==> src/prq_pkg.sv <==
package prq_pkg;

	localparam logic [3:0] FN_CREATE = 4'd0;
	localparam logic [3:0] FN_EXIT   = 4'd1;
	localparam logic [3:0] FN_YIELD  = 4'd2;
	localparam logic [3:0] FN_SLEEP  = 4'd3;
	localparam logic [3:0] FN_WAKE   = 4'd4;
	localparam logic [3:0] FN_GETID  = 4'd5;
	localparam logic [3:0] FN_CHPRIO = 4'd6;
	localparam logic [3:0] FN_FAULT  = 4'd7;
	localparam logic [3:0] FN_MEM    = 4'd8;

	localparam int FUNC_W = 4;
	localparam int PREQ_W = 5;
	localparam int TGT_W  = 3;
	localparam int RES_W  = 5;

	// thread ids and priorities are tied to the port widths above
	localparam int THREAD_SLOTS    = 8;
	localparam int PRIORITY_LEVELS = 16;

endpackage

==> src/prq_lvl_mem.sv <==
// Per-level head/tail memory, one write port, one registered read port.
module prq_lvl_mem #(
	parameter int LEVELS = 16,
	parameter int TW     = 3
) (
	input  logic                      clk,
	input  logic                      we,
	input  logic [$clog2(LEVELS)-1:0] waddr,
	input  logic [TW-1:0]             whead,
	input  logic [TW-1:0]             wtail,
	input  logic [$clog2(LEVELS)-1:0] raddr,
	output logic [TW-1:0]             rhead,
	output logic [TW-1:0]             rtail
);
	logic [2*TW-1:0] mem [LEVELS];

	always_ff @(posedge clk) begin
		if (we) begin
			mem[waddr] <= {whead, wtail};
		end
		{rhead, rtail} <= mem[raddr];
	end
endmodule

==> src/priority_ready_queue_scheduler_core.sv <==
// Thread scheduler with one FIFO ready queue per priority level (level 0 most
// urgent). Each call is one item with exactly one result item. A call is run
// by a sequencer from accept to result valid: taking the caller off its queue
// and each re-queue read the level's head/tail entry from a registered memory
// and write it back; the free-slot and highest-level searches walk one entry
// per cycle. A new call is taken only after the previous result item has left.
// Once no thread is ready the block stays halted until reset and answers
// every call with halted set.
module priority_ready_queue_scheduler_core (
	input  logic                                   clk,
	input  logic                                   arst_n,
	input  logic                                   in_valid,
	output logic                                   in_ready,
	input  logic [prq_pkg::FUNC_W-1:0]             func,
	input  logic signed [prq_pkg::PREQ_W-1:0]      priority_req,
	input  logic [prq_pkg::TGT_W-1:0]              target_thread,
	output logic                                   out_valid,
	input  logic                                   out_ready,
	output logic signed [prq_pkg::RES_W-1:0]       result_value,
	output logic                                   status,
	output logic [prq_pkg::TGT_W-1:0]              running_thread,
	output logic                                   halted
);
	localparam int THREAD_SLOTS    = prq_pkg::THREAD_SLOTS;
	localparam int PRIORITY_LEVELS = prq_pkg::PRIORITY_LEVELS;
	localparam int TW = $clog2(THREAD_SLOTS);
	localparam int LW = $clog2(PRIORITY_LEVELS);
	localparam int CW = $clog2(THREAD_SLOTS + PRIORITY_LEVELS + 1);
	localparam int TGT_W_FIX = prq_pkg::TGT_W;
	localparam int RES_W_FIX = prq_pkg::RES_W;

	localparam logic [3:0] S_IDLE   = 4'd0;
	localparam logic [3:0] S_DQRD   = 4'd1;
	localparam logic [3:0] S_DQWR   = 4'd2;
	localparam logic [3:0] S_FIND   = 4'd3;
	localparam logic [3:0] S_OP     = 4'd4;
	localparam logic [3:0] S_ENQRD  = 4'd5;
	localparam logic [3:0] S_ENQWR  = 4'd6;
	localparam logic [3:0] S_SEL    = 4'd7;
	localparam logic [3:0] S_SELRD  = 4'd8;
	localparam logic [3:0] S_SELWT  = 4'd9;
	localparam logic [3:0] S_OUT    = 4'd10;

	logic [3:0]                 state_q;
	logic [THREAD_SLOTS-1:0]    used_q, ready_q;
	logic [LW-1:0]              prio_q [THREAD_SLOTS];
	logic [TW-1:0]              next_q [THREAD_SLOTS];
	logic [PRIORITY_LEVELS-1:0] nonempty_q;
	logic [TW-1:0]              cur_q;
	logic                       curv_q, down_q;
	logic [3:0]                 func_q;
	logic                       pneg_q;
	logic [LW-1:0]              pclamp_q;
	logic [TGT_W_FIX-1:0]       tgt_q;
	logic [CW-1:0]              idx_q;
	// enqueue list: caller first, then second thread
	logic [TW-1:0]              enq_t_q [2];
	logic [1:0]                 enq_v_q;
	logic                       enq_sel_q;
	logic [RES_W_FIX-1:0]       res_q;
	logic                       st_q, halt_q, ov_q;
	logic [TGT_W_FIX-1:0]       run_q;

	logic                       mwe;
	logic [LW-1:0]              mwaddr, mraddr;
	logic [TW-1:0]              mwhead, mwtail, mrhead, mrtail;

	prq_lvl_mem #(.LEVELS(PRIORITY_LEVELS), .TW(TW)) u_lvl (
		.clk(clk), .we(mwe), .waddr(mwaddr), .whead(mwhead), .wtail(mwtail),
		.raddr(mraddr), .rhead(mrhead), .rtail(mrtail)
	);

	logic [TW-1:0] enq_t;
	logic [LW-1:0] enq_p, cur_p;
	assign enq_t = enq_t_q[enq_sel_q];
	assign enq_p = prio_q[enq_t];
	assign cur_p = prio_q[cur_q];

	always_comb begin
		mwe    = 1'b0;
		mwaddr = cur_p;
		mwhead = next_q[cur_q];
		mwtail = mrtail;
		mraddr = cur_p;
		unique case (state_q)
			S_DQWR: begin
				mwe = ready_q[cur_q] && (mrtail != cur_q);
			end
			S_ENQRD, S_ENQWR: begin
				mraddr = enq_p;
				mwaddr = enq_p;
				mwe    = (state_q == S_ENQWR) && !ready_q[enq_t];
				mwhead = nonempty_q[enq_p] ? mrhead : enq_t;
				mwtail = enq_t;
			end
			S_SEL, S_SELRD, S_SELWT: begin
				mraddr = idx_q[LW-1:0];
			end
			default: begin
			end
		endcase
	end

	logic [LW-1:0] in_clamp;
	always_comb begin
		if ({1'b0, priority_req[prq_pkg::PREQ_W-2:0]} >= (prq_pkg::PREQ_W)'(PRIORITY_LEVELS))
			in_clamp = LW'(PRIORITY_LEVELS - 1);
		else
			in_clamp = LW'(priority_req[prq_pkg::PREQ_W-2:0]);
	end

	assign in_ready       = (state_q == S_IDLE) && !ov_q;
	assign out_valid      = ov_q;
	assign result_value   = res_q;
	assign status         = st_q;
	assign running_thread = run_q;
	assign halted         = halt_q;

	always_ff @(posedge clk) begin
		if (state_q == S_IDLE && in_valid && in_ready) begin
			func_q   <= func;
			pneg_q   <= priority_req[prq_pkg::PREQ_W-1];
			pclamp_q <= in_clamp;
			tgt_q    <= target_thread;
		end
		if (state_q == S_ENQWR && !ready_q[enq_t] && nonempty_q[enq_p]) begin
			next_q[mrtail] <= enq_t;
		end
	end

	always_ff @(posedge clk or negedge arst_n) begin
		if (!arst_n) begin
			state_q    <= S_IDLE;
			used_q     <= '0;
			ready_q    <= '0;
			nonempty_q <= '0;
			for (int i = 0; i < THREAD_SLOTS; i++) begin
				prio_q[i] <= '0;
			end
			cur_q      <= '0;
			curv_q     <= 1'b0;
			down_q     <= 1'b0;
			idx_q      <= '0;
			enq_v_q    <= '0;
			enq_sel_q  <= 1'b0;
			enq_t_q[0] <= '0;
			enq_t_q[1] <= '0;
			res_q      <= '0;
			st_q       <= 1'b0;
			halt_q     <= 1'b0;
			run_q      <= '0;
			ov_q       <= 1'b0;
		end else begin
			if (ov_q && out_ready) begin
				ov_q <= 1'b0;
			end
			unique case (state_q)
				S_IDLE: begin
					if (in_valid && in_ready) begin
						res_q   <= '0;
						st_q    <= 1'b0;
						enq_v_q <= '0;
						enq_sel_q <= 1'b0;
						idx_q   <= '0;
						if (down_q) begin
							halt_q <= 1'b1;
							run_q  <= '0;
							ov_q   <= 1'b1;
						end else if (curv_q && ready_q[cur_q]) begin
							state_q <= S_DQRD;
						end else begin
							state_q <= (func == prq_pkg::FN_CREATE) ? S_FIND : S_OP;
						end
					end
				end
				S_DQRD: state_q <= S_DQWR;
				S_DQWR: begin
					if (mrtail == cur_q) begin
						nonempty_q[cur_p] <= 1'b0;
					end
					ready_q[cur_q] <= 1'b0;
					state_q <= (func_q == prq_pkg::FN_CREATE) ? S_FIND : S_OP;
				end
				S_FIND: begin
					// walk for the lowest free slot
					if (idx_q == CW'(THREAD_SLOTS)) begin
						res_q   <= '1;
						st_q    <= 1'b1;
						enq_t_q[0] <= cur_q;
						enq_v_q <= {1'b0, curv_q};
						state_q <= S_ENQRD;
					end else if (!used_q[idx_q[TW-1:0]]) begin
						used_q[idx_q[TW-1:0]]  <= 1'b1;
						ready_q[idx_q[TW-1:0]] <= 1'b0;
						prio_q[idx_q[TW-1:0]]  <= pneg_q ? '0 : pclamp_q;
						res_q      <= RES_W_FIX'(idx_q);
						enq_t_q[0] <= cur_q;
						enq_t_q[1] <= idx_q[TW-1:0];
						enq_v_q    <= {1'b1, curv_q};
						cur_q      <= idx_q[TW-1:0];
						curv_q     <= 1'b1;
						state_q    <= S_ENQRD;
					end else begin
						idx_q <= idx_q + 1'b1;
					end
				end
				S_OP: begin
					enq_t_q[0] <= cur_q;
					enq_t_q[1] <= tgt_q[TW-1:0];
					if (curv_q) begin
						unique case (func_q)
							prq_pkg::FN_EXIT, prq_pkg::FN_FAULT: begin
								used_q[cur_q]  <= 1'b0;
								prio_q[cur_q]  <= '0;
								ready_q[cur_q] <= 1'b0;
							end
							prq_pkg::FN_YIELD, prq_pkg::FN_MEM: enq_v_q <= 2'b01;
							prq_pkg::FN_WAKE: begin
								enq_v_q <= {(32'(tgt_q) < THREAD_SLOTS) &&
									used_q[tgt_q[TW-1:0]], 1'b1};
							end
							prq_pkg::FN_GETID: begin
								enq_v_q <= 2'b01;
								res_q   <= RES_W_FIX'(cur_q);
							end
							prq_pkg::FN_CHPRIO: begin
								enq_v_q <= 2'b01;
								res_q   <= RES_W_FIX'(cur_p);
								if (!pneg_q) prio_q[cur_q] <= pclamp_q;
							end
							default: begin
							end
						endcase
					end
					state_q <= S_ENQRD;
				end
				S_ENQRD: begin
					if (!enq_v_q[enq_sel_q]) begin
						if (enq_sel_q) begin
							idx_q   <= '0;
							state_q <= S_SEL;
						end
						enq_sel_q <= 1'b1;
					end else begin
						state_q <= S_ENQWR;
					end
				end
				S_ENQWR: begin
					if (!ready_q[enq_t]) begin
						nonempty_q[enq_p] <= 1'b1;
						ready_q[enq_t]    <= 1'b1;
					end
					enq_sel_q <= 1'b1;
					if (enq_sel_q) begin
						idx_q   <= '0;
						state_q <= S_SEL;
					end else begin
						state_q <= S_ENQRD;
					end
				end
				S_SEL: begin
					// scan levels, most urgent first
					if (idx_q == CW'(PRIORITY_LEVELS)) begin
						down_q  <= 1'b1;
						halt_q  <= 1'b1;
						run_q   <= '0;
						ov_q    <= 1'b1;
						state_q <= S_IDLE;
					end else if (nonempty_q[idx_q[LW-1:0]]) begin
						state_q <= S_SELRD;
					end else begin
						idx_q <= idx_q + 1'b1;
					end
				end
				S_SELRD: state_q <= S_SELWT;
				S_SELWT: begin
					cur_q   <= mrhead;
					curv_q  <= 1'b1;
					halt_q  <= 1'b0;
					run_q   <= TGT_W_FIX'(mrhead);
					state_q <= S_OUT;
				end
				S_OUT: begin
					ov_q    <= 1'b1;
					state_q <= S_IDLE;
				end
				default: state_q <= S_IDLE;
			endcase
		end
	end
endmodule
==> config.mk <==
export PLATFORM = sky130hd
export DESIGN_NAME = priority_ready_queue_scheduler_core
export DESIGN_NICKNAME = d
export VERILOG_FILES = /design/src/prq_pkg.sv /design/src/prq_lvl_mem.sv /design/src/priority_ready_queue_scheduler_core.sv
export SDC_FILE = /design/constraint.sdc
export NUM_CORES = 1
export LEC_CHECK = 0
export ABC_AREA = 0
export BUFFER_PORTS_ARGS = -buffer_cell sky130_fd_sc_hd__buf_2
export CORE_UTILIZATION = 40
export DETAILED_ROUTE_END_ITERATION = 7
export PLACE_DENSITY = 0.63
export RECOVER_POWER = 100
export SYNTH_ARGS = -nofsm -noshare
export SYNTH_HDL_FRONTEND = slang
export SYNTH_HIERARCHICAL = 1
export SYNTH_SLANG_ARGS = --single-unit
==> constraint.sdc <==
create_clock -name clk -period 8.5 [get_ports clk]
set_input_delay 1.7 -clock clk [delete_from_list [all_inputs] [get_ports clk]]
set_output_delay 1.7 -clock clk [all_outputs]
set_load 0.005 [all_outputs]
Word-level counts from Yosys, hierarchy flattened
Memories as Yosys holds them, arrays and structs flattened. A register that Yosys moved wholly into a read port is not among the register bits.
Index checks and enable logic that the tools add are counted.
- flip-flop bits (word level): 110
- RAM bits: 120
- output and inout bits: 12
- memories: 2
- add/sub/neg operators: 1
- reductions and logical operators: 49
- multiplexer cells: 130
- eq/ne operators: 43
- $lt $le $gt $ge: 19
- bitwise operators: 16
- memories (memory ; depth ; width ; rd ports ; clocked after Yosys merged registers in ; write ports ; line ; text):
    u_lvl.mem ; 16 ; 6 ; 1 ; 1 ; 1 ; prq_lvl_mem.sv:15 ; logic [2*TW-1:0] mem [LEVELS];
    next_q ; 8 ; 3 ; 1 ; 0 ; 1 ; priority_ready_queue_scheduler_core.sv:47 ; logic [TW-1:0] next_q [THREAD_SLOTS];
- operator list (cell ; number):
    32-bit two-way mux ; 4
    32-bit case mux with 2 select lines ; 2
    8-bit two-way mux ; 9
    32-bit bitwise mux ; 2
    4-bit two-way mux ; 16
    5-bit two-way mux ; 10
    3-bit two-way mux ; 16
    4-bit case mux with 10 select lines ; 1
    32-bit bitwise AND ; 1
    4-bit by 3-bit == test with 1-bit output (second input constant) ; 8
    16-bit two-way mux ; 2
    32-bit NOT ; 1
    16-bit case mux with 2 select lines ; 1
    8-bit case mux with 4 select lines ; 1
    1-bit two-way mux ; 29
    2-bit != test (second input constant) ; 13
    5-bit case mux with 5 select lines ; 1
    8-bit bitwise AND ; 3
    4-bit binary-select mux with 3-bit select ; 2
    4-bit demux with 3-bit select ; 2
    5-bit AND reduction ; 4
    16-bit bitwise AND ; 1
    4-bit == test (second input constant) ; 4
    1-bit logical AND ; 16
    other kinds (55) ; 109

Logic depth before layout (Yosys ltp)
- depth in word-level cells: 15
- depth in mapped cells: 13
- gate-level depth less buffers: 11

Cells and area by module
The synthesis kept the hierarchy.
- modules (own cells, without submodules) (module ; sequential area each (um^2) ; area each (um^2) ; times used ; cells each):
    priority_ready_queue_scheduler_core ; 3533.4 ; 7713.6 ; 1 ; 826
    prq_lvl_mem ; 3002.9 ; 3895.0 ; 1 ; 178

Worst setup path before layout
OpenSTA, ideal clock, no wires.
- path kind: flip-flop to flip-flop
- from: reg enq_sel_q
- to: mem u_lvl/mem[0][0] (netlist bit) (enable)
- setup slack: 5.106 ns
- data required time: 8.123 ns
- library setup time: 0.377 ns
- arrival time: 3.017 ns
- stages on the path, launching flop included: 12
- cell sequence: dfrtp_1 mux2i_2 inv_2 buf_6 buf_2 nor3_1 a31oi_1 o221ai_1 nand2_1 a211oi_1 or3b_2 nor3_1
- cells in the longest elaborated chain, start to end: 11
- elaborated cells between the ends (all ways): 16
- those cells by class: 12 x mux; 2 x bitwise; 2 x reduce/logical
- RTL lines (what ; line ; text):
    from (decl) ; priority_ready_queue_scheduler_core.sv:59 ; logic enq_sel_q;
    from (signal assigned) ; priority_ready_queue_scheduler_core.sv:145 ; enq_sel_q <= 1'b0;
    from (signal assigned) ; priority_ready_queue_scheduler_core.sv:163 ; enq_sel_q <= 1'b0;
    from (signal assigned) ; priority_ready_queue_scheduler_core.sv:243 ; enq_sel_q <= 1'b1;
    1-bit NOT with 2-bit output (not written as such) ; priority_ready_queue_scheduler_core.sv:75 ; assign enq_t = enq_t_q[enq_sel_q];
    3-bit two-way mux (not written as such) (3 in series) ; priority_ready_queue_scheduler_core.sv:75 ;
    named net enq_t[0] ; priority_ready_queue_scheduler_core.sv:73 ; logic [TW-1:0] enq_t;
    1-bit binary-select mux with 3-bit select ; priority_ready_queue_scheduler_core.sv:92 ; mwe = (state_q == S_ENQWR) && !ready_q[enq_t];
    1-bit two-way mux (not written as such) ; priority_ready_queue_scheduler_core.sv:92 ;
    1-bit zero test ; -- ;
    1-bit logical AND ; priority_ready_queue_scheduler_core.sv:92 ;
    1-bit case mux with 2 select lines ; priority_ready_queue_scheduler_core.sv:85 ; unique case (state_q)
    named net mwe ; priority_ready_queue_scheduler_core.sv:64 ; logic mwe;
    1-bit two-way mux ; prq_lvl_mem.sv:18 ; if (we) begin
    1-bit two-way mux (not written as such) ; prq_lvl_mem.sv:19 ; mem[waddr] <= {whead, wtail};
    to (decl) ; prq_lvl_mem.sv:15 ;
The timed path passes the listed nets, and every way through them passes these cells. The select of a mux whose other input is x is not followed.

Worst setup path in the final report
- from: reg enq_sel_q
- to: reg u_lvl.rtail[1], read port of u_lvl.mem
- cells in the longest elaborated chain, start to end: 9
- RTL lines (what ; line ; text):
    1-bit NOT with 2-bit output (not written as such) ; priority_ready_queue_scheduler_core.sv:75 ;
    3-bit two-way mux (not written as such) (3 in series) ; priority_ready_queue_scheduler_core.sv:75 ;
    3-bit NOT with 4-bit output (not written as such) ; priority_ready_queue_scheduler_core.sv:76 ; assign enq_p = prio_q[enq_t];
    4-bit binary-select mux with 3-bit select ; priority_ready_queue_scheduler_core.sv:76 ;
    4-bit two-way mux (not written as such) (2 in series) ; priority_ready_queue_scheduler_core.sv:76 ;
    4-bit case mux with 2 select lines ; priority_ready_queue_scheduler_core.sv:85 ;
    named net mraddr[0] ; priority_ready_queue_scheduler_core.sv:65 ; logic [LW-1:0] mwaddr, mraddr;
    to (decl) ; prq_lvl_mem.sv:13 ; output logic [TW-1:0] rtail
The timed path passes the listed nets, and every way through them passes these cells. The select of a mux whose other input is x is not followed.
A chain may end at the register's enable or synchronous reset.

==> results.py <==
metrics = {
    "floorplan": {
        "die_x_um": 172,
        "core.rowCount": 61,
        "start_util_pct": 41.2,
        "die_height_um": 172,
        "coreArea_um2": 28200,
        "die-area_um2": 29700,
        "ioPinCount": 28,
    },
    "yosys": {
        "synth_most_common_cell": "edfxtp_1",
        "ys_warn_count": 6,
        "ys_async_sr_fraction_pct": 41.5,
        "synth_area_leaders": "edfxtp_1 34%, dfrtp_1 21%, nand2_1 3.8%",
        "synth_nets": 1022,
        "synth_edf_count": 132,
        "ys_ff_latch": 236,
        "syn_area_um2": 11600,
        "ys_top_cells_by_count": "132 x edfxtp_1, 118 x nand2_1, 98 x dfrtp_1, 97 x nor2_1, 74 x o21ai_0",
        "synth_top_cell_area_share_pct": 34.1,
        "synthDistinctLibCells": 75,
        "syn-instance-count": 1004,
        "synth_ff_type": "edfxtp_1",
        "yosys.area.top_type": "edfxtp_1",
        "avgSynthCellArea_um2": 11.6,
        "seq_area_frac_synth_pct": 56.3,
    },
    "global_route": {
        "antenna_found_initial": 0,
        "grt_max_degree": 60,
        "grt_remaining_overflow": 0,
        "grt_busiest_layer": "met1",
        "grt_pass1_wl_um": 49900,
        "grtUsageTotal_pct": 22.3,
        "grtUsageMet3_pct": 4.33,
        "grt_use_met2_pct": 32.8,
        "grt_pass1_vias": 8332,
        "grt_use_met1_pct": 33.0,
    },
    "placed_design": {
        "dpl_cell_area_um2": 12000,
        "gp_congestion": 0.935,
        "io_buffers": 27,
        "place_hpwl_um": 22100,
    },
    "timing": {
        "final-setup-viol-count": 0,
        "min_period_ns": 6.26,
        "period_share_pct": 73.6,
        "finalMaxSlewViolations": 126,
        "max_slew.worst_pin.slew_ns": 3.37,
        "fmax_ghz": 0.160,
        "rsz0062_at_grt": "false",
        "max_slew_margin_pct": -124,
        "hold_viol_final": 0,
        "skew_ns": 0.0236,
        "setup_tns_ns": 0,
    },
    "pwr": {
        "leakagePower_uw": 0.00464,
        "ir_drop_mv": 0.215,
        "p_per_area_nw_per_um2": 394,
    },
    "clock_tree": {
        "root_buffer": "clkbuf_16",
        "worstSkewPairLatency_ns": 0.55,
        "cts_setup_buffers": 0,
        "numCtsBuffers": 26,
        "numClockSinks": 236,
        "clock_path_buffers": 3,
        "htreeDepth": 1,
        "cts.repair.resized": 0,
        "cts_hold_buf": 0,
        "cts_tree": "built",
        "clk_pin_slew_worst_paths_ns": 0.06,
    },
    "setup_path": {
        "end_kind": "flip-flop",
        "start_kind": "flip-flop",
        "worstSetupPathType": "reg -> reg",
        "cpPeakStageDelay_ns": 1.41,
        "crit_top_cell": "mux4_2",
        "worstPathRequired_ns": 8.93,
        "cpMaxStageDelayCell": "clkbuf_1",
        "critPathMaxFanout": 29,
        "crit_chain": "mux2i_1 -> inv_1 -> mux4_2 -> nor2_1 -> nor3_1 -> a221o_1 -> clkbuf_1 -> mux4_2 -> a22oi_1 -> nand2_1",
        "critPathArrivalTime_ns": 6.69,
    },
    "route": {
        "route.detailed.drc": 0,
        "wl_um": 31900,
        "wl_per_cell_um": 22.5,
        "vias_per_cell": 6.11,
        "drtIter0Drc": 1056,
        "antenna_left": 0,
        "drt_pre_antenna_iters": 6,
        "vias": 8632,
    },
    "cells_and_area": {
        "diodes": 0,
        "area_growth_pct": 11.0,
        "final_nets": 1033,
        "design_area_um2": 12900,
        "fin_util_pct": 45.7,
        "post_route_cells_drive_above_1_share_pct": 10.1,
    },
    "outcome": {
        "status": "finished, violations left",
        "violations": "max-capacitance violations, max-slew violations",
    },
    "worst_hold_path": {
        "hp-class": "reg -> reg",
    },
    "job": {
        "maxCapViolCount": 3,
    },
}
-- report_power, final --
part / internal, uW / switching [uW]
logic: 698 / 1300
clock network: 748 / 474
registers: 1570 / 288
total: 3020 / 2060
-- path summary, 6_finish.rpt --
check                      depth (start not counted)                         from  slack [ns]                          end
max                                               10        enq_sel_q$_DFFE_PN0P_        2.24       u_lvl/rtail[1]$_DFF_P_
min                                                2  result_value[3]$_DFFE_PN0P_        0.48  result_value[3]$_DFFE_PN0P_
max reg2reg                                       10        enq_sel_q$_DFFE_PN0P_        2.24       u_lvl/rtail[1]$_DFF_P_
min reg2reg                                        2  result_value[3]$_DFFE_PN0P_        0.48  result_value[3]$_DFFE_PN0P_
max in group asynchronous                          2                       arst_n        2.69       ready_q[6]$_DFFE_PN0P_
min in group asynchronous                          1                       arst_n        1.78       enq_t_q[2]$_DFFE_PN0P_
-- critical path, delay by kind of cell, from the launching register on --
family                 cells  cell delay (ns)
buffers and inverters      2             2.21
AO/OA/AOI/OAI              2             0.53
flip-flops                 1             0.63
multiplexers               3             2.20
AND/OR/NAND/NOR            3             0.54
-- layout make-up --
| type | instances | area [um2] |
|---|---|---|
| sequential | 236 | 6540 |
| multi-input combinational | 697 | 4670 |
| inverter | 14 | 52.6 |
| timing repair buffer | 40 | 201 |
| clock inverter | 14 | 203 |
| clock buffer | 34 | 752 |
| fill | 2572 | 15300 |
| tap | 378 | 473 |
-- cell families after synthesis --
logic type / count (synthesis) / share of synthesized area, %
and+or+nand+nor: 340 / 14.0
buffers and inverters: 71 / 2.89
adders and majority gates: 2 / 0.216
DFF: 236 / 56.3
muxes: 64 / 9.46
xor gates and xnor gates: 4 / 0.302
AOI/OAI and AO/OA: 287 / 16.8
-- metrics by stage --
stage / worst slack (ns) / instances / power [uW] / hold WS, ns
CTS: 3.66 / 1413 / 5120 / 0.484
global placement: 3.84 / 1365 / 3860 / 0.461
detailed placement: 3.69 / 1365 / 3890 / 0.469
global route: 1.69 / 1413 / 5350 / 0.509
floorplan: 5.11 / 1004 / 3290 / 0.458
finish: 2.24 / 1413 / 5080 / 0.479
-- flip-flops by register name (all words and copies together) (netlist names), 2 cells and up --
signal,cells
result_value,5
pclamp_q,4
prio_q,32
nonempty_q,16
enq_t_q,6
enq_v_q,2
u_lvl/mem,96
running_thread,3
state_q,4
next_q,24
func_q,4
u_lvl/rhead,3
cur_q,3
used_q,8
idx_q,5
tgt_q,3
u_lvl/rtail,3
ready_q,8
-- layer usage --
| layer | vias to the layer above | wire (um) |
|---|---|---|
| met5 | - | 0 |
| met4 | 0 | 795 |
| met3 | 57 | 2680 |
| met2 | 404 | 14100 |
| met1 | 4317 | 14300 |
| li1 | 3854 | - |
-- layout by cell type (no fill, tap or decap), types with 19 or more instances in the layout --
master,netlist,layout
edfxtp_1,132,132
nand2_1,118,118
nor2_1,97,99
dfrtp_1,98,98
o21ai_0,74,76
a21oi_1,46,46
a22o_1,40,40
a22oi_1,39,39
clkbuf_16,0,27
mux2i_1,24,26
nand3_1,22,22
nand2b_1,22,22
mux4_2,19,19
Note: power is estimated with default switching activity, not from simulation.
